===== src/rtl/dmx_udp_pkg.sv =====
// ----------------------------------------------------------------------------
// dmx_udp_pkg
// Constants shared by the DMX-over-UDP deframer: header offsets, protocol
// identifiers, register indexes and stream widths.
// ----------------------------------------------------------------------------
package dmx_udp_pkg;

    localparam int MAX_SLOTS = 512;

    localparam int OFF_W   = 10;
    localparam int CNT_W   = 10;
    localparam int IDX_W   = 9;
    localparam int UNI_W   = 16;
    localparam int DCNT_W  = 16;

    localparam logic [OFF_W-1:0] OFFSET_MAX = 10'd1023;

    localparam logic [OFF_W-1:0] ART_OPC_LO_OFF  = 10'd8;
    localparam logic [OFF_W-1:0] ART_OPC_HI_OFF  = 10'd9;
    localparam logic [OFF_W-1:0] ART_UNI_LO_OFF  = 10'd14;
    localparam logic [OFF_W-1:0] ART_UNI_HI_OFF  = 10'd15;
    localparam logic [OFF_W-1:0] ART_CNT_HI_OFF  = 10'd16;
    localparam logic [OFF_W-1:0] ART_CNT_LO_OFF  = 10'd17;
    localparam logic [OFF_W-1:0] ART_DATA_START  = 10'd18;

    localparam logic [OFF_W-1:0] ACN_ID_FIRST    = 10'd4;
    localparam logic [OFF_W-1:0] ACN_ID_END      = 10'd16;
    localparam logic [OFF_W-1:0] SACN_UNI_HI_OFF = 10'd113;
    localparam logic [OFF_W-1:0] SACN_UNI_LO_OFF = 10'd114;
    localparam logic [OFF_W-1:0] SACN_CNT_HI_OFF = 10'd123;
    localparam logic [OFF_W-1:0] SACN_CNT_LO_OFF = 10'd124;
    localparam logic [OFF_W-1:0] SACN_START_OFF  = 10'd125;
    localparam logic [OFF_W-1:0] SACN_DATA_START = 10'd126;

    localparam logic [15:0] ARTDMX_OPCODE = 16'h5000;

    localparam logic [7:0] ART_ID [8] = '{
        8'h41, 8'h72, 8'h74, 8'h2d, 8'h4e, 8'h65, 8'h74, 8'h00
    };

    localparam logic [7:0] ACN_ID [12] = '{
        8'h41, 8'h53, 8'h43, 8'h2d, 8'h45, 8'h31,
        8'h2e, 8'h31, 8'h37, 8'h00, 8'h00, 8'h00
    };

    typedef enum logic [1:0] {
        REG_ARTNET_UNIVERSE = 2'd0,
        REG_SACN_UNIVERSE   = 2'd1,
        REG_RECEIVE_ENABLE  = 2'd2
    } reg_index_t;

    localparam logic SRC_ARTNET = 1'b0;
    localparam logic SRC_SACN   = 1'b1;

    localparam int M_TDATA_W = 32;
    localparam int M_TUSER_W = 3;

endpackage


===== src/rtl/dmx_over_udp_deframer.sv =====
// ----------------------------------------------------------------------------
// dmx_over_udp_deframer
// Art-Net ArtDmx / sACN E1.31 receiver: checks headers of UDP payload bytes
// and emits indexed DMX channel values plus a frame-done summary.
// ----------------------------------------------------------------------------
// The result of a payload byte (if any) shows up on the master side in the
// cycle after its transaction. Header checks, field capture and slot
// indexing for a byte are done in a single pass ahead of the output
// register, so throughput is one byte per cycle whenever the downstream side
// keeps m_axis_tready high; a stalled output holds s_axis_tready low. Bytes
// that produce no result (header, ignored or rejected bytes) leave the output
// untouched. Configuration writes are always ready and take effect next cycle.
module dmx_over_udp_deframer
(
    input  logic                              clk,
    input  logic                              rst_n,

    input  logic                              cfg_valid,
    output logic                              cfg_ready,
    input  logic [1:0]                        cfg_index,
    input  logic [15:0]                       cfg_data,

    input  logic                              s_axis_tvalid,
    output logic                              s_axis_tready,
    input  logic [7:0]                        s_axis_tdata,   // [7:0] payload_byte
    input  logic                              s_axis_tuser,   // [0] packet_source
    input  logic                              s_axis_tlast,

    output logic                              m_axis_tvalid,
    input  logic                              m_axis_tready,
    output logic [dmx_udp_pkg::M_TDATA_W-1:0] m_axis_tdata,   // [8:0] channel_index,
                                                              // [16:9] channel_value,
                                                              // [26:17] frame_channel_count
    output logic [dmx_udp_pkg::M_TUSER_W-1:0] m_axis_tuser    // [0] channel_valid,
                                                              // [1] frame_done,
                                                              // [2] frame_source
);

    import dmx_udp_pkg::*;

    localparam logic [CNT_W-1:0] SLOT_LIMIT = CNT_W'(MAX_SLOTS);

    logic [UNI_W-1:0]  artnet_universe_reg;
    logic [UNI_W-1:0]  sacn_universe_reg;
    logic              receive_enable_reg;

    logic [OFF_W-1:0]  byte_offset_reg,      byte_offset_next;
    logic              header_good_reg,      header_good_next;
    logic [DCNT_W-1:0] declared_count_reg,   declared_count_next;
    logic [UNI_W-1:0]  universe_capture_reg, universe_capture_next;
    logic [CNT_W-1:0]  channels_sent_reg,    channels_sent_next;

    logic                 out_valid_reg, out_valid_next;
    logic [M_TDATA_W-1:0] out_data_reg,  out_data_next;
    logic [M_TUSER_W-1:0] out_user_reg,  out_user_next;

    logic              in_accept;
    logic              src;
    logic [7:0]        b;
    logic [OFF_W-1:0]  off;
    logic [OFF_W-1:0]  data_start;
    logic [DCNT_W-1:0] sacn_prop;
    logic [3:0]        acn_pos;
    logic              hg;
    logic              emit;
    logic              done;
    logic [CNT_W-1:0]  sent_inc;

    assign cfg_ready     = 1'b1;
    assign s_axis_tready = !out_valid_reg || m_axis_tready;
    assign in_accept     = s_axis_tvalid && s_axis_tready;

    assign m_axis_tvalid = out_valid_reg;
    assign m_axis_tdata  = out_data_reg;
    assign m_axis_tuser  = out_user_reg;

    assign src        = s_axis_tuser;
    assign b          = s_axis_tdata;
    assign off        = byte_offset_reg;
    assign data_start = (src == SRC_SACN) ? SACN_DATA_START : ART_DATA_START;
    assign sacn_prop  = {declared_count_reg[15:8], b};
    assign acn_pos    = off[3:0] - 4'd4;

    always_comb
    begin
        hg                    = header_good_reg && receive_enable_reg;
        declared_count_next   = declared_count_reg;
        universe_capture_next = universe_capture_reg;

        if (src == SRC_ARTNET)
        begin
            if (off < ART_OPC_LO_OFF)
            begin
                if (b != ART_ID[off[2:0]])
                    hg = 1'b0;
            end
            else if (off == ART_OPC_LO_OFF)
            begin
                if (b != ARTDMX_OPCODE[7:0])
                    hg = 1'b0;
            end
            else if (off == ART_OPC_HI_OFF)
            begin
                if (b != ARTDMX_OPCODE[15:8])
                    hg = 1'b0;
            end
            else if (off == ART_UNI_LO_OFF)
            begin
                universe_capture_next = {8'd0, b};
            end
            else if (off == ART_UNI_HI_OFF)
            begin
                universe_capture_next = {b, universe_capture_reg[7:0]};
                if (universe_capture_next != artnet_universe_reg)
                    hg = 1'b0;
            end
            else if (off == ART_CNT_HI_OFF)
            begin
                declared_count_next = {b, 8'd0};
            end
            else if (off == ART_CNT_LO_OFF)
            begin
                declared_count_next = {declared_count_reg[15:8], b};
            end
        end
        else
        begin
            if (off >= ACN_ID_FIRST && off < ACN_ID_END)
            begin
                if (b != ACN_ID[acn_pos])
                    hg = 1'b0;
            end
            else if (off == SACN_UNI_HI_OFF)
            begin
                universe_capture_next = {b, 8'd0};
            end
            else if (off == SACN_UNI_LO_OFF)
            begin
                universe_capture_next = {universe_capture_reg[15:8], b};
                if (universe_capture_next != sacn_universe_reg)
                    hg = 1'b0;
            end
            else if (off == SACN_CNT_HI_OFF)
            begin
                declared_count_next = {b, 8'd0};
            end
            else if (off == SACN_CNT_LO_OFF)
            begin
                declared_count_next = (sacn_prop != '0) ? sacn_prop - 16'd1 : '0;
            end
            else if (off == SACN_START_OFF)
            begin
                if (b != 8'd0)
                    hg = 1'b0;
            end
        end

        // data offsets lie past both count fields, so the registered count is final
        emit = hg && (off >= data_start)
               && ({{(DCNT_W-CNT_W){1'b0}}, channels_sent_reg} < declared_count_reg)
               && (channels_sent_reg < SLOT_LIMIT);

        sent_inc = channels_sent_reg + CNT_W'(emit);
        done     = s_axis_tlast && (sent_inc != '0);

        if (s_axis_tlast)
        begin
            byte_offset_next      = '0;
            header_good_next      = 1'b1;
            declared_count_next   = '0;
            universe_capture_next = '0;
            channels_sent_next    = '0;
        end
        else
        begin
            byte_offset_next   = (off < OFFSET_MAX) ? off + 10'd1 : off;
            header_good_next   = hg;
            channels_sent_next = sent_inc;
        end

        out_valid_next = out_valid_reg && !m_axis_tready;
        out_data_next  = out_data_reg;
        out_user_next  = out_user_reg;
        if (in_accept && (emit || done))
        begin
            out_valid_next = 1'b1;
            out_data_next  = {5'd0,
                              done ? sent_inc : {CNT_W{1'b0}},
                              emit ? b : 8'd0,
                              emit ? channels_sent_reg[IDX_W-1:0] : {IDX_W{1'b0}}};
            out_user_next  = {done ? src : 1'b0, done, emit};
        end
    end

    always_ff @(posedge clk or negedge rst_n)
    begin
        if (!rst_n)
        begin
            artnet_universe_reg  <= '0;
            sacn_universe_reg    <= 16'd1;
            receive_enable_reg   <= 1'b0;
            byte_offset_reg      <= '0;
            header_good_reg      <= 1'b1;
            declared_count_reg   <= '0;
            universe_capture_reg <= '0;
            channels_sent_reg    <= '0;
            out_valid_reg        <= 1'b0;
        end
        else
        begin
            if (cfg_valid && cfg_ready)
            begin
                unique case (cfg_index)
                    REG_ARTNET_UNIVERSE: artnet_universe_reg <= cfg_data;
                    REG_SACN_UNIVERSE:   sacn_universe_reg   <= cfg_data;
                    REG_RECEIVE_ENABLE:  receive_enable_reg  <= cfg_data[0];
                    default:             ;
                endcase
            end
            if (in_accept)
            begin
                byte_offset_reg      <= byte_offset_next;
                header_good_reg      <= header_good_next;
                declared_count_reg   <= declared_count_next;
                universe_capture_reg <= universe_capture_next;
                channels_sent_reg    <= channels_sent_next;
            end
            out_valid_reg <= out_valid_next;
        end
    end

    always_ff @(posedge clk)
    begin
        out_data_reg <= out_data_next;
        out_user_reg <= out_user_next;
    end

`ifndef SYNTHESIS

    a_result_has_content: assert property (@(posedge clk) disable iff (!rst_n)
        m_axis_tvalid |-> (m_axis_tuser[0] || m_axis_tuser[1]))
        else $error("result transaction carries neither a slot nor a frame-done");

    a_sent_capped: assert property (@(posedge clk) disable iff (!rst_n)
        channels_sent_reg <= SLOT_LIMIT)
        else $error("channel count exceeds slot limit");

    a_last_clears: assert property (@(posedge clk) disable iff (!rst_n)
        (in_accept && s_axis_tlast) |=>
            (byte_offset_reg == '0 && channels_sent_reg == '0 && header_good_reg))
        else $error("packet state not cleared after last byte");

    a_done_nonzero: assert property (@(posedge clk) disable iff (!rst_n)
        (m_axis_tvalid && m_axis_tuser[1]) |-> (m_axis_tdata[26:17] != '0))
        else $error("frame-done with zero channel count");

    a_sent_step: assert property (@(posedge clk) disable iff (!rst_n)
        (in_accept && !s_axis_tlast) |=>
            (channels_sent_reg == $past(channels_sent_reg)
             || channels_sent_reg == $past(channels_sent_reg) + 10'd1))
        else $error("channel counter moved by more than one");

`endif

endmodule


===== config.mk =====
export PLATFORM = sky130hd
export DESIGN_NAME = dmx_over_udp_deframer
export DESIGN_NICKNAME = d
export VERILOG_FILES = /design/src/rtl/dmx_udp_pkg.sv /design/src/rtl/dmx_over_udp_deframer.sv
export SDC_FILE = /design/constraint.sdc
export NUM_CORES = 1
export LEC_CHECK = 0
export BUFFER_PORTS_ARGS = -buffer_cell sky130_fd_sc_hd__buf_2
export CAP_MARGIN = 25
export CORE_MARGIN = 1
export CORE_UTILIZATION = 53
export DETAILED_ROUTE_END_ITERATION = 7
export GPL_TIMING_DRIVEN = 0
export PLACE_DENSITY = 0.76
export SLEW_MARGIN = 15
export SYNTH_ARGS = -nofsm -noshare
export SYNTH_HDL_FRONTEND = slang
export SYNTH_SLANG_ARGS = --single-unit

===== constraint.sdc =====
create_clock -name clk -period 20 [get_ports clk]
set_clock_uncertainty 0.2 [all_clocks]
set_input_delay 5 -clock clk [delete_from_list [all_inputs] [get_ports clk]]
set_output_delay 5 -clock clk [all_outputs]
set_load 0.01 [all_outputs]

# Word-level counts from Yosys, hierarchy flattened
# Memories as Yosys holds them, arrays and structs flattened.
# Index checks and enable logic that the tools add are counted.
dict set report word_totals {
  out_inout_bits 38
  wordCells 144
  mem_bits_ro 192
  input_bits 33
  memories 2
  reg_bits 117
}
# memory depth width read_ports rd_clocked_by_memory_dff wr line_no
set mem_list {}
lappend mem_list {{(no name shown)} 16 8 1 0 0 dmx_over_udp_deframer.sv:130} ;# if (b != ACN_ID[acn_pos])
lappend mem_list {{(no name shown)} 8 8 1 0 0 dmx_over_udp_deframer.sv:94} ;# if (b != ART_ID[off[2:0]])
dict set report classes {
  eq_ne 29
  n_mux 53
  add_sub_neg 4
  bitwise 2
  n_lt_le_gt_ge 9
  n_reduce_logical 30
}
# cell n
set op_table {}
lappend op_table {{$mux 16} 23}
lappend op_table {{$eq 10x7->1 const B} 5}
lappend op_table {{$mux 8} 6}
lappend op_table {{$eq 10x4->1 const B} 4}
lappend op_table {{$ne 16x16->1} 2}
lappend op_table {{$mux 10} 3}
lappend op_table {{$ne 3x3->1 const B} 8}
lappend op_table {{$reduce_and 11->1} 2}
lappend op_table {{$eq 10x5->1 const B} 2}
lappend op_table {{$lt 10x10->1 const B} 2}
lappend op_table {{$mux 1} 20}
lappend op_table {{$lt 10x16->1} 1}
lappend op_table {{$ne 8x8->1} 2}
lappend op_table {{$reduce_bool 16->1} 1}
lappend op_table {{$sub 16x1->16 const B} 1}
lappend op_table {{$reduce_and 7->1} 2}
lappend op_table {{$add 10x1->10} 1}
lappend op_table {{$add 10x1->10 const B} 1}
lappend op_table {{$ge 10x3->1 const B} 1}
lappend op_table {{$ge 10x7->1} 1}
lappend op_table {{$lt 10x4->1 const B} 1}
lappend op_table {{$lt 10x5->1 const B} 1}
lappend op_table {{$reduce_bool 10->1} 1}
lappend op_table {{$logic_and 1x1->1} 9}
lappend op_table {{19 further kinds} 27}

# Logic depth before layout (Yosys ltp)
# Gate-level depths: netlist of run 1.
dict set report depth {
  ltp_word 18
  depth_mapped 22
  depth_no_buf 19
}

# Least setup slack after synthesis of run 1
# Ideal clock, no wire load.
dict set report synth_timing {
  path_kind {input -> register}
  startpoint {input port s_axis_tdata[2]}
  endpoint {register out_data_reg[0] (netlist: m_axis_tdata[0]), enable pin}
  t_required_ns 19.373
  setup_ns 0.427
  stages 18
  path_buffers 2
  setup_slack_ns 9.489
  arrival_ns 9.883
  cell_sequence {clkbuf_1 xnor2_1 o31a_1 o2111ai_1 or4b_1 o221a_1 or4_4 inv_4 buf_6 ha_1 ha_1 and3_1 nand3_1 nand2_1 mux2i_1 a32oi_1 o41ai_1 a21oi_1}
}
dict set report synth_via {
  elab_chain_len 17
  word_cells_on_any_way 32
  classes_between {1 x add/sub; 5 x eq/ne; 18 x mux; 8 x reduce/logical}
}
# item line_no
set synth_lines {}
lappend synth_lines {{start: declaration} dmx_over_udp_deframer.sv:25} ;# input logic [7:0] s_axis_tdata,
lappend synth_lines {{$reduce_bool 8->1} {dmx_over_udp_deframer.sv:99, dmx_over_udp_deframer.sv:153}}
lappend synth_lines {{$mux 1} {dmx_over_udp_deframer.sv:99, dmx_over_udp_deframer.sv:153}}
lappend synth_lines {{$mux 1} dmx_over_udp_deframer.sv:151} ;# else if (off == SACN_START_OFF)
lappend synth_lines {{$mux 1} dmx_over_udp_deframer.sv:147} ;# else if (off == SACN_CNT_LO_OFF)
lappend synth_lines {{$mux 1} dmx_over_udp_deframer.sv:143} ;# else if (off == SACN_CNT_HI_OFF)
lappend synth_lines {{$mux 1} dmx_over_udp_deframer.sv:137} ;# else if (off == SACN_UNI_LO_OFF)
lappend synth_lines {{$mux 1} dmx_over_udp_deframer.sv:133} ;# else if (off == SACN_UNI_HI_OFF)
lappend synth_lines {{$mux 1} dmx_over_udp_deframer.sv:128} ;# if (off >= ACN_ID_FIRST && off < ACN_ID_END)
lappend synth_lines {{[... 2 more ...]} n/a}
lappend synth_lines {{$logic_and 1x1->1 *} dmx_over_udp_deframer.sv:160} ;# && ({{(DCNT_W-CNT_W){1'b0}}, channels_sent_reg} < declared_count_reg)
lappend synth_lines {{$logic_and 1x1->1 *} dmx_over_udp_deframer.sv:161} ;# && (channels_sent_reg < SLOT_LIMIT);
lappend synth_lines {{net emit} dmx_over_udp_deframer.sv:65} ;# logic emit;
lappend synth_lines {{$add 10x1->10} dmx_over_udp_deframer.sv:163} ;# sent_inc = channels_sent_reg + CNT_W'(emit);
lappend synth_lines {{$reduce_bool 10->1} dmx_over_udp_deframer.sv:164} ;# done = s_axis_tlast && (sent_inc != '0);
lappend synth_lines {{$logic_and 1x1->1} dmx_over_udp_deframer.sv:164}
lappend synth_lines {{$logic_or 1x1->1 *} dmx_over_udp_deframer.sv:184} ;# if (in_accept && (emit || done))
lappend synth_lines {{$logic_and 1x1->1 *} dmx_over_udp_deframer.sv:184}
lappend synth_lines {{end signal: assignment} dmx_over_udp_deframer.sv:234} ;# out_data_reg <= out_data_next;
lappend synth_lines {{end: declaration} dmx_over_udp_deframer.sv:54} ;# logic [M_TDATA_W-1:0] out_data_reg, out_data_next;
# Mark *: on every way through the listed nets, which the timed path passes. The rest lies on a longest branch.
# A chain may end at the register's enable or synchronous reset.

# Final worst setup path of run 1
dict set report layout_timing {
  startpoint {input port m_axis_tready}
  endpoint {output port s_axis_tready}
}
dict set report layout_via {
  elab_chain_len 1
}
# item line_no
set layout_lines {}
lappend layout_lines {{start: declaration} dmx_over_udp_deframer.sv:30} ;# input logic m_axis_tready,
lappend layout_lines {{$logic_or 1x1->1} dmx_over_udp_deframer.sv:70} ;# assign s_axis_tready = !out_valid_reg || m_axis_tready;
lappend layout_lines {{end: declaration} dmx_over_udp_deframer.sv:24} ;# output logic s_axis_tready,
# Every way passes these cells.

==> results of run 1 <==
-- per-stage QoR --
step	total power (uW)	hold WS (ns)	cell area (sq um)
2_1_floorplan	352.8	0.2497	6954
3_3_place_gp	378.9	0.2656	7470
3_5_place_dp	385.2	0.2817	7551
4_1_cts	735.0	0.2939	8230
5_1_grt	758.3	0.3046	8230
6_report	734.3	0.2923	8230
-- final timing paths --
| check | startpoint | cells past startpoint | endpoint | slack [ns] |
|---|---|---|---|---|
| max | m_axis_tready | 3 | s_axis_tready | 9.34 |
| min | declared_count_reg[4]$_DFFE_PN0P_ | 1 | declared_count_reg[4]$_DFFE_PN0P_ | 0.29 |
| max reg2reg | byte_offset_reg[2]$_DFFE_PN0P_ | 21 | m_axis_tdata[13]$_SDFFCE_PP0P_ | 13.35 |
| min reg2reg | declared_count_reg[4]$_DFFE_PN0P_ | 1 | declared_count_reg[4]$_DFFE_PN0P_ | 0.29 |
| max in group asynchronous | rst_n | 2 | sacn_universe_reg[0]$_DFFE_PN1P_ | 14.67 |
| min in group asynchronous | rst_n | 1 | channels_sent_reg[0]$_DFFE_PN0P_ | 4.28 |
-- power breakdown --
group | leakage (uW) | switching [uW] | internal (uW)
Combinational | 0.00184 | 55.7 | 44.4
Sequential | 0.00143 | 17.1 | 266
Clock | 0.000329 | 116 | 235
Total | 0.00359 | 189 | 546
-- area by class of cell --
class                      instances  area (sq um)  share of cell area, %
tap                              172         215.2                  2.615
timing repair buffer              63         362.8                  4.409
sequential                       117          3080                  37.43
multi-input combinational        524          3578                  43.48
clock buffer                      18         429.2                  5.214
clock inverter                    14         250.2                  3.040
inverter                          25         96.34                  1.171
buffer                            48         217.7                  2.645
-- worst reg2reg max path, stage by stage, from the launching register on --
cell and delay (ns):
dfrtp_1 0.41, buf_2 0.22, inv_1 0.16, ha_1 0.31
clkbuf_1 0.31, inv_1 0.17, o31ai_1 0.27, o2111ai_1 0.12
or4b_1 0.55, o221a_1 0.25, or4_4 0.60, inv_4 0.12
buf_6 0.15, ha_1 0.18, nand3_1 0.12, nor2_1 0.27
nand3_1 0.28, nor2_1 0.37, a32oi_1 0.19, o41ai_2 0.70
a21oi_4 0.20, buf_16 0.22
-- cell usage after synthesis (all sizes together), types with 3 or more instances --
master / number / area, sq um
a211oi: 8 / 60.06
a21o: 9 / 67.56
a21oi: 30 / 150.1
a221oi: 3 / 26.28
a22o: 10 / 87.58
a31oi: 9 / 56.30
and2: 20 / 125.1
and3: 8 / 50.05
buf: 15 / 93.84
clkbuf: 33 / 123.9
dfrtp: 85 / 2127
edfxtp: 30 / 900.9
ha: 28 / 350.3
inv: 24 / 92.59
mux2: 35 / 394.1
mux2i: 4 / 40.04
nand2: 58 / 217.7
nand2b: 6 / 37.54
nand3: 20 / 100.1
nand3b: 3 / 22.52
nand4: 8 / 50.05
nor2: 54 / 202.7
nor2b: 9 / 56.30
nor3: 24 / 136.4
nor3b: 5 / 37.54
nor4: 10 / 62.56
o2111ai: 5 / 43.79
o21a: 4 / 30.03
o21ai: 37 / 185.2
o22ai: 3 / 18.77
o31ai: 10 / 75.07
or3: 3 / 23.77
xnor2: 33 / 289.0
xor2: 34 / 297.8
-- logic make-up after synthesis --
group	count (synthesis)	share of synthesized area, %
DFF	117	44.39
AOI/OAI and AO/OA	146	13.76
buffers and inverters	73	4.526
adders and majority gates	28	5.049
other	2	0.1082
and+or+nand+nor	238	17.45
muxes	39	6.257
xor gates and xnor gates	67	8.457
-- per-layer routing --
layer  part of all wire, %  track usage, %  wire [um]
met5                     0               0          0
met4                   3.1           11.62        548
met3                   7.3           8.355       1300
met2                    48           45.52       8465
met1                    42           35.10       7427
==> results.py, run 1 <==
metrics = {
    "place": {
        "dp_cells": 949,
        "hpwl_um": 12680,
        "gp_congestion": 0.9086,
        "post-place-ws_ns": 9.197,
        "io_buffers": 60,
    },
    "sta": {
        "worst_pin_slew_ns": 0.9148,
        "slew_headroom_pct": 38.88,
        "period_share_pct": 53.30,
        "hold_viol": 0,
        "fmax_mhz": 93.80,
        "maxSlewViolCount": 0,
        "rsz0062_at_grt": "no",
        "setup_tns_ns": 0,
        "setup_violations": 0,
        "layout_setup_ws_ns": 9.339,
        "period_needed_ns": 10.66,
    },
    "floorplan": {
        "initial_core_util_pct": 54.76,
        "std_cell_rows": 41,
        "die_h_um": 116.4,
        "core_area_sq_mm": 0.01267,
        "ios": 71,
        "die_area_sq_mm": 0.01355,
        "fp.dieW_um": 116.4,
    },
    "critical_path": {
        "arrival_ns": 5.46,
        "crit_type": "input port to output pin",
        "critical_path.top_delay_family": "buffers and inverters",
        "worst-path-max-fanout": 4,
        "critPathRequiredTime_ns": 14.80,
        "cp-end-kind": "output pin",
        "cpMostUsedCell": "buf_2",
        "critPathBufInv": 2,
        "cp_slowest_cell": "nand2b_1",
        "cp-start-kind": "input port",
        "max_stage_delay_ns": 0.20,
        "worstPathCellList": "buf_2, nand2b_1, buf_2",
    },
    "detailed_routing": {
        "drtIter0Drc": 360,
        "routed_wl_um": 17740,
        "via_per_inst": 5.912,
        "via_count": 5800,
        "ant_nets": 0,
        "wire_per_inst_um": 18.08,
        "drc_errors": 0,
        "firstDrtPassIters": 5,
    },
    "finish": {
        "fin_util_pct": 64.96,
        "nNetsFinal": 857,
        "largest_reg_flops": 27,
        "drive_gt1_share_pct": 19.04,
        "instances_no_fill": 981,
        "fill_cells": 1016,
        "diodes": 0,
        "area_growth_pct": 18.61,
        "layout_commonest_cell": "dfrtp_1",
        "layout_common_cells": "dfrtp_1, buf_2, nand2_1",
    },
    "yosys": {
        "async_flop_share_pct": 74.36,
        "netlist_area_sq_mm": 0.006939,
        "ys_seq_area_share_pct": 44.39,
        "synth_edf_count": 30,
        "syn_avg_cell_area_sq_um": 9.773,
        "synthCells": 710,
        "synth_ff_type": "dfrtp_1",
        "ys_seq_elements": 117,
        "synth_cell_types": 65,
        "yosysWarnings": 0,
    },
    "clocking": {
        "clk_latency_ns": 0.43,
        "clock_path_buffers": 2,
        "h-tree-depth": 4,
        "cts_hold_buffers": 0,
        "ctsResizeCount": 0,
        "cts_tree": "done",
        "clk_pin_slew_ns": 0.06,
        "cts_buffers": 17,
        "cts.sinks": 117,
        "cts_setup_buffers": 0,
        "cts-root-buf": "clkbuf_16",
    },
    "global_route": {
        "grt_pass1_vias": 5646,
        "overflow": 0,
        "grt_max_degree": 64,
        "antenna_found_initial": 0,
        "grt_use_total_pct": 28.11,
        "grt_first_pass_wirelength_um": 28760,
    },
    "power": {
        "irDropWorstVdd_uv": 81.63,
        "powerDensity_mw_per_mm2": 89.22,
        "p_leak_uw": 0.003591,
    },
    "flow_run": {
        "cap_violations": 0,
    },
    "status": {
        "run_status": "finished, final reports clean",
    },
    "min_path": {
        "hold_class": "register to register",
    },
}
No activity file was read; power rests on OpenSTA's default activity.
==> run 2: changes to the inputs <==
--- a/config.mk
+++ b/config.mk
@@ -11,7 +11,7 @@
 export CORE_UTILIZATION = 53
 export DETAILED_ROUTE_END_ITERATION = 7
 export GPL_TIMING_DRIVEN = 0
-export PLACE_DENSITY = 0.76
+export PLACE_DENSITY = 0.79
 export SLEW_MARGIN = 15
 export SYNTH_ARGS = -nofsm -noshare
 export SYNTH_HDL_FRONTEND = slang
==> constraint.sdc (replaced) <==
create_clock -name clk -period 9.7 [get_ports clk]
set_clock_uncertainty 0.2 [all_clocks]
set_input_delay 2.425 -clock clk [delete_from_list [all_inputs] [get_ports clk]]
set_output_delay 2.425 -clock clk [all_outputs]
set_load 0.01 [all_outputs]
==> run 2 against run 1 <==
Effect of this change: critical path type is now input port to register; setup slack worse by 7.6 ns; final cell count unchanged; critical path depth grew 18; sequential share of layout area rose by 0.62 points.
==> results.py, run 2 (synthesis gave the netlist of run 1 again) <==
metrics = {
    "status": {
        "run_status": "finished, final reports clean",
    },
    "global_route": {
        "antenna_found_initial": 0,
        "grt_first_pass_wirelength_um": 28590,
        "grt_pass1_vias": 5741,
        "overflow": 0,
        "grt_max_degree": 55,
        "grt_use_total_pct": 27.93,
    },
    "clocking": {
        "cts_hold_buffers": 0,
        "ctsResizeCount": 0,
        "cts_buffers": 17,
        "cts-root-buf": "clkbuf_16",
        "cts.sinks": 117,
        "cts_tree": "done",
        "clock_path_buffers": 2,
        "clk_latency_ns": 0.42,
        "cts_setup_buffers": 0,
        "h-tree-depth": 4,
        "clk_pin_slew_ns": 0.05,
    },
    "sta": {
        "maxSlewViolCount": 0,
        "setup_violations": 0,
        "hold_viol": 0,
        "period_share_pct": 82.26,
        "hold_ws_ns": 0.2815,
        "fmax_mhz": 125.3,
        "period_needed_ns": 7.979,
        "slew_headroom_pct": 37.87,
        "worst_pin_slew_ns": 0.9235,
        "setup_tns_ns": 0,
        "layout_setup_ws_ns": 1.721,
        "rsz0062_at_grt": "no",
    },
    "min_path": {
        "hold_class": "register to register",
        "hp-start": "declared_count_reg[4]$_DFFE_PN0P_",
    },
    "detailed_routing": {
        "via_per_inst": 5.980,
        "firstDrtPassIters": 5,
        "drtIter0Drc": 350,
        "wire_per_inst_um": 18.23,
        "routed_wl_um": 17890,
        "ant_nets": 0,
        "via_count": 5866,
        "drc_errors": 0,
    },
    "critical_path": {
        "cp-end-kind": "register",
        "crit_path_start": "s_axis_tdata[0]",
        "cp-start-kind": "input port",
        "worstPathCellList": "buf_2, buf_1, inv_1, ha_1, nor3b_1, nand2_1, a31oi_1, a311oi_1, o221a_1, or4_4, inv_4, buf_6, ha_1, nand3_1, nor2_1, nand3_1, nor2_1, a32oi_1, o41ai_2, a21oi_4, buf_16",
        "crit_type": "input port to register",
        "cp_slowest_cell": "o41ai_2",
        "critPathRequiredTime_ns": 9.68,
        "reg2reg_from": "byte_offset_reg[2]$_DFFE_PN0P_",
        "max_stage_delay_ns": 0.70,
        "arrival_ns": 7.96,
        "worst-path-max-fanout": 23,
    },
    "place": {
        "dp_cells": 949,
        "hpwl_um": 12810,
        "gp_congestion": 0.9153,
        "placed_cell_area_sq_mm": 0.007551,
        "io_buffers": 60,
        "post-place-ws_ns": 1.436,
    },
    "finish": {
        "layout_common_cells": "dfrtp_1, buf_2, nand2_1",
        "area_growth_pct": 16.68,
        "stdcell_area_sq_mm": 0.008097,
        "diodes": 0,
        "nNetsFinal": 858,
        "largest_reg_flops": 27,
        "instances_no_fill": 981,
        "drive_gt1_share_pct": 18.91,
        "layout_commonest_cell": "dfrtp_1",
    },
    "power": {
        "irDropWorstVdd_uv": 145.9,
        "p_leak_uw": 0.003525,
        "powerDensity_mw_per_mm2": 168.8,
    },
    "floorplan": {
        "std_cell_rows": 41,
        "die_area_sq_mm": 0.01355,
        "die_h_um": 116.4,
        "core_area_sq_mm": 0.01267,
        "fp.dieW_um": 116.4,
        "initial_core_util_pct": 54.76,
        "ios": 71,
    },
    "flow_run": {
        "cap_violations": 0,
    },
}
run 2: metrics by stage:
stage / total power, uW / util (%)
floorplan: 727.5 / -
global route: 1412 / 63.90
CTS: 1364 / 63.86
detailed placement: 795.0 / 59.59
finish: 1367 / 63.90
global placement: 780.6 / 58.95
run 2: critical path: cells and delay by family:
family	cells	cell delay, ns
AO/OA/AOI/OAI	6	1.69
buffers and inverters	6	1.26
adder cells (fa/ha/maj)	2	0.41
AND/OR/NAND/NOR	7	2.15
run 2: metal layers:
metal | track usage, % | share of wire, % | vias to the layer above
met3 | 6.020 | 6.6 | 49
li1 | - | - | 2695
met5 | 0 | 0 | -
met1 | 34.15 | 42 | 2863
met4 | 12.56 | 2.8 | 0
met2 | 47.38 | 49 | 259
run 2: where the power goes:
| group | internal (uW) | leakage [uW] | total (uW) | switching, uW |
|---|---|---|---|---|
| clock | 350 | 0.000259 | 576 | 225 |
| sequential | 549 | 0.00143 | 585 | 36.0 |
| combinational | 91.9 | 0.00184 | 207 | 115 |
| total | 991 | 0.00352 | 1370 | 376 |
run 2: area by class of cell:
type / instances / area, sq um
buffer: 48 / 217.7
clock buffer: 22 / 485.5
clock inverter: 9 / 55.05
fill: 1016 / 4574
inverter: 25 / 96.34
multi-input combinational: 524 / 3578
sequential: 117 / 3080
tap: 172 / 215.2
timing repair buffer: 64 / 367.9
run 2: final timing paths:
check                                                          end  slack [ns]  cells after the start
worst min-delay path             declared_count_reg[4]$_DFFE_PN0P_        0.28                      1
min in group asynchronous       declared_count_reg[14]$_DFFE_PN0P_        1.77                      1
worst max register to register       m_axis_tdata[1]$_SDFFCE_PP0P_        2.99                     21
worst max-delay path                 m_axis_tdata[1]$_SDFFCE_PP0P_        1.72                     21
worst min register to register   declared_count_reg[4]$_DFFE_PN0P_        0.28                      1
max in group asynchronous         sacn_universe_reg[0]$_DFFE_PN1P_        6.88                      2
==> run 3: changes to the inputs <==
--- a/config.mk
+++ b/config.mk
@@ -5,13 +5,14 @@
 export SDC_FILE = /design/constraint.sdc
 export NUM_CORES = 1
 export LEC_CHECK = 0
+export ABC_AREA = 1
 export BUFFER_PORTS_ARGS = -buffer_cell sky130_fd_sc_hd__buf_2
 export CAP_MARGIN = 25
 export CORE_MARGIN = 1
 export CORE_UTILIZATION = 53
 export DETAILED_ROUTE_END_ITERATION = 7
 export GPL_TIMING_DRIVEN = 0
-export PLACE_DENSITY = 0.79
+export PLACE_DENSITY = 0.78
 export SLEW_MARGIN = 15
 export SYNTH_ARGS = -nofsm -noshare
 export SYNTH_HDL_FRONTEND = slang
==> constraint.sdc (replaced) <==
create_clock -name clk -period 6.9 [get_ports clk]
set_clock_uncertainty 0.2 [all_clocks]
set_input_delay 1.725 -clock clk [delete_from_list [all_inputs] [get_ports clk]]
set_output_delay 1.725 -clock clk [all_outputs]
set_load 0.01 [all_outputs]
==> run 3 against run 2 <==
Effect of this change: final cell count rose by 27%; critical endpoint is now m_axis_tdata[15]$_SDFFCE_PP0P_; count of clock-buffer cells in the layout rose by 2; routed wire length rose by 9.6%; via count rose by 18%; critical path depth rose by 6.
==> results.py, run 3 <==
metrics = {
    "yosys": {
        "synthSimpleGateAreaFrac_pct": 28.20,
        "synthCells": 970,
        "yosys.area.top_type": "dfrtp_1",
        "async_flop_share_pct": 74.36,
        "synth_top_family_by_area": "simple AND/OR/NAND/NOR gates",
        "ys_seq_area_share_pct": 41.64,
        "synth.area.top_cells": "dfrtp_1, nand2_1, edfxtp_1",
        "syn_avg_cell_area_sq_um": 7.626,
        "synthDominantCellAreaShare_pct": 28.76,
        "synthXorXnorAreaFrac_pct": 2.368,
        "synth_edf_count": 30,
        "synth_ff_type": "dfrtp_1",
        "synthMuxAreaShare_pct": 0,
        "yosysWarnings": 0,
        "netlist_area_sq_mm": 0.007397,
        "synth_common_cells": "nand2_1, inv_1, nor2_1, dfrtp_1, o21ai_0",
        "synth_cell_types": 49,
        "ys_seq_elements": 117,
        "synthAdderAreaFrac_pct": 4.736,
        "synth-compound-area-share_pct": 12.08,
        "yosysMostFrequentCell": "nand2_1",
    },
    "global_route": {
        "overflow": 0,
        "grt_first_pass_wirelength_um": 32220,
        "antenna_found_initial": 0,
        "grt_pass1_vias": 6528,
        "grt_max_degree": 58,
        "grt_use_total_pct": 28.94,
    },
    "critical_path": {
        "crit_type": "input port to register",
        "cpMostUsedCell": "nand2_1",
        "arrival_ns": 5.58,
        "worst-path-max-fanout": 23,
        "cp-start-kind": "input port",
        "critPathBufInv": 5,
        "cp-end-kind": "register",
        "critical_path.top_delay_family": "simple AND/OR/NAND/NOR gates",
        "cp_slowest_cell": "inv_1",
        "critPathRequiredTime_ns": 6.83,
        "max_stage_delay_ns": 0.34,
    },
    "floorplan": {
        "core_area_sq_mm": 0.01345,
        "die_h_um": 120.1,
        "initial_core_util_pct": 54.99,
        "fp.dieW_um": 120.1,
        "die_area_sq_mm": 0.01443,
        "ios": 71,
        "std_cell_rows": 42,
    },
    "finish": {
        "area_growth_pct": 16.19,
        "drive_gt1_share_pct": 16.32,
        "largest_reg_flops": 27,
        "layout_common_cells": "nand2_1, inv_1, nor2_1",
        "layout_commonest_cell": "nand2_1",
        "instances_no_fill": 1242,
        "diodes": 0,
        "nNetsFinal": 1114,
        "fill_cells": 1178,
    },
    "clocking": {
        "cts.sinks": 117,
        "clock_path_buffers": 2,
        "clk_latency_ns": 0.43,
        "h-tree-depth": 4,
        "cts_tree": "done",
        "cts_hold_buffers": 0,
        "cts_setup_buffers": 0,
        "ctsResizeCount": 0,
        "clk_pin_slew_ns": 0.05,
        "cts-root-buf": "clkbuf_16",
        "cts_buffers": 17,
    },
    "place": {
        "io_buffers": 58,
        "gp_congestion": 0.9766,
        "hpwl_um": 13870,
        "dp_cells": 1209,
    },
    "power": {
        "clkPwrFrac_pct": 44.1,
        "swShare_pct": 28.29,
        "irDropWorstVdd_uv": 161.0,
        "pwr-share-comb_pct": 17.0,
        "p_leak_uw": 0.004144,
        "switchingPower_uw": 591.1,
        "seqPwrFrac_pct": 38.9,
        "internal-power_uw": 1498,
        "powerDensity_mw_per_mm2": 243.1,
    },
    "detailed_routing": {
        "drtIter0Drc": 606,
        "wl_met3_um": 1634,
        "drc_errors": 0,
        "wire_per_inst_um": 15.78,
        "via_per_inst": 5.556,
        "wl_met2_um": 9431,
        "wl_met1_um": 8025,
        "via_count": 6900,
        "routed_wl_um": 19600,
        "firstDrtPassIters": 5,
        "ant_nets": 0,
        "highest_layer": "met4",
    },
    "min_path": {
        "hold_class": "register to register",
    },
    "sta": {
        "slew_headroom_pct": 49.26,
        "period_needed_ns": 5.647,
        "rsz0062_at_grt": "no",
        "setup_tns_ns": 0,
        "maxSlewViolCount": 0,
        "worst_pin_slew_ns": 0.7611,
        "hold_viol": 0,
        "setup_violations": 0,
        "fmax_mhz": 177.1,
        "period_share_pct": 81.84,
    },
    "status": {
        "run_status": "finished, final reports clean",
    },
    "flow_run": {
        "cap_violations": 0,
    },
}
==> run 3: changes by cell type in the layout (fill, tap and decap cells not counted), moves of 15 or more <==
cell,before,now
and2_1,20,1
clkbuf_1,35,14
inv_1,23,137
inv_2,0,15
mux2_2,35,0
nand2_1,58,261
nand3_1,20,35
nand4_1,8,25
nor2_1,54,92
nor2_4,0,15
o21ai_0,36,70
o22ai_1,3,23
xnor2_1,33,2
xor2_1,34,18
==> run 3: kinds of logic (layout without fill, tap and decap cells) <==
kind of cell	after synthesis	count (layout)
AOI/OAI and AO/OA	151	151
xor gates and xnor gates	20	20
adders and majority gates	28	28
buffers and inverters	187	279
DFF	117	117
other	2	6
and+or+nand+nor	465	465
==> run 3: tightest hold or removal path: stages, from the launching register on <==
cell and delay [ns]:
dfrtp_1 0.34, nand2_1 0.05, o21ai_0 0.06
==> run 3: layout make-up <==
type / instances / area (sq um) / share of cell area (%)
multi-input cells: 670 / 3527 / 41.04
flip-flops and latches: 117 / 3080 / 35.84
inverters: 154 / 583.1 / 6.784
clock buffers: 24 / 491.7 / 5.721
repair buffers: 60 / 347.8 / 4.047
plain buffers: 33 / 221.5 / 2.577
well taps: 176 / 220.2 / 2.562
clock inverters: 8 / 122.6 / 1.427
==> run 3: layer usage <==
layer / up-vias / track usage (%)
met3: 50 / 7.605
met4: 0 / 10.31
met2: 282 / 46.80
li1: 3294 / -
met1: 3274 / 37.26
met5: - / 0
==> run 3: power groups by stage <==
stage,sequential (uW),combinational [uW],clock [uW]
floorplan,810,256,0
global placement,820,335,0
detailed placement,823,348,0
CTS,812,353,925
global route,819,402,961
finish,813,355,921
==> run 3: stage by stage <==
stage | utilization, % | power (uW) | setup WS (ns) | hold WS [ns] | area [sq um]
after floorplan | - | 1066 | 1.314 | 0.2529 | 7412
after global placement | 58.89 | 1155 | 0.6056 | 0.2708 | 7923
after detailed placement | 59.11 | 1171 | 0.4751 | 0.2779 | 7953
after CTS | 63.68 | 2089 | 0.8925 | 0.2912 | 8567
after global routing | 63.89 | 2182 | 0.8897 | 0.3247 | 8594
final | 63.89 | 2089 | 1.253 | 0.2902 | 8594
==> run 3: path summary, 6_finish.rpt <==
path                       depth (start not counted)                                  to                               from  slack [ns]
setup / recovery                                  27      m_axis_tdata[15]$_SDFFCE_PP0P_                    s_axis_tdata[4]        1.25
hold / removal                                     2   declared_count_reg[0]$_DFFE_PN0P_  declared_count_reg[0]$_DFFE_PN0P_        0.29
max in group asynchronous                          2    channels_sent_reg[9]$_DFFE_PN0P_                              rst_n        4.81
setup reg to reg                                  29      m_axis_tdata[15]$_SDFFCE_PP0P_     byte_offset_reg[2]$_DFFE_PN0P_        1.83
hold reg to reg                                    2   declared_count_reg[0]$_DFFE_PN0P_  declared_count_reg[0]$_DFFE_PN0P_        0.29
min in group asynchronous                          1  artnet_universe_reg[5]$_DFFE_PN0P_                              rst_n        1.04
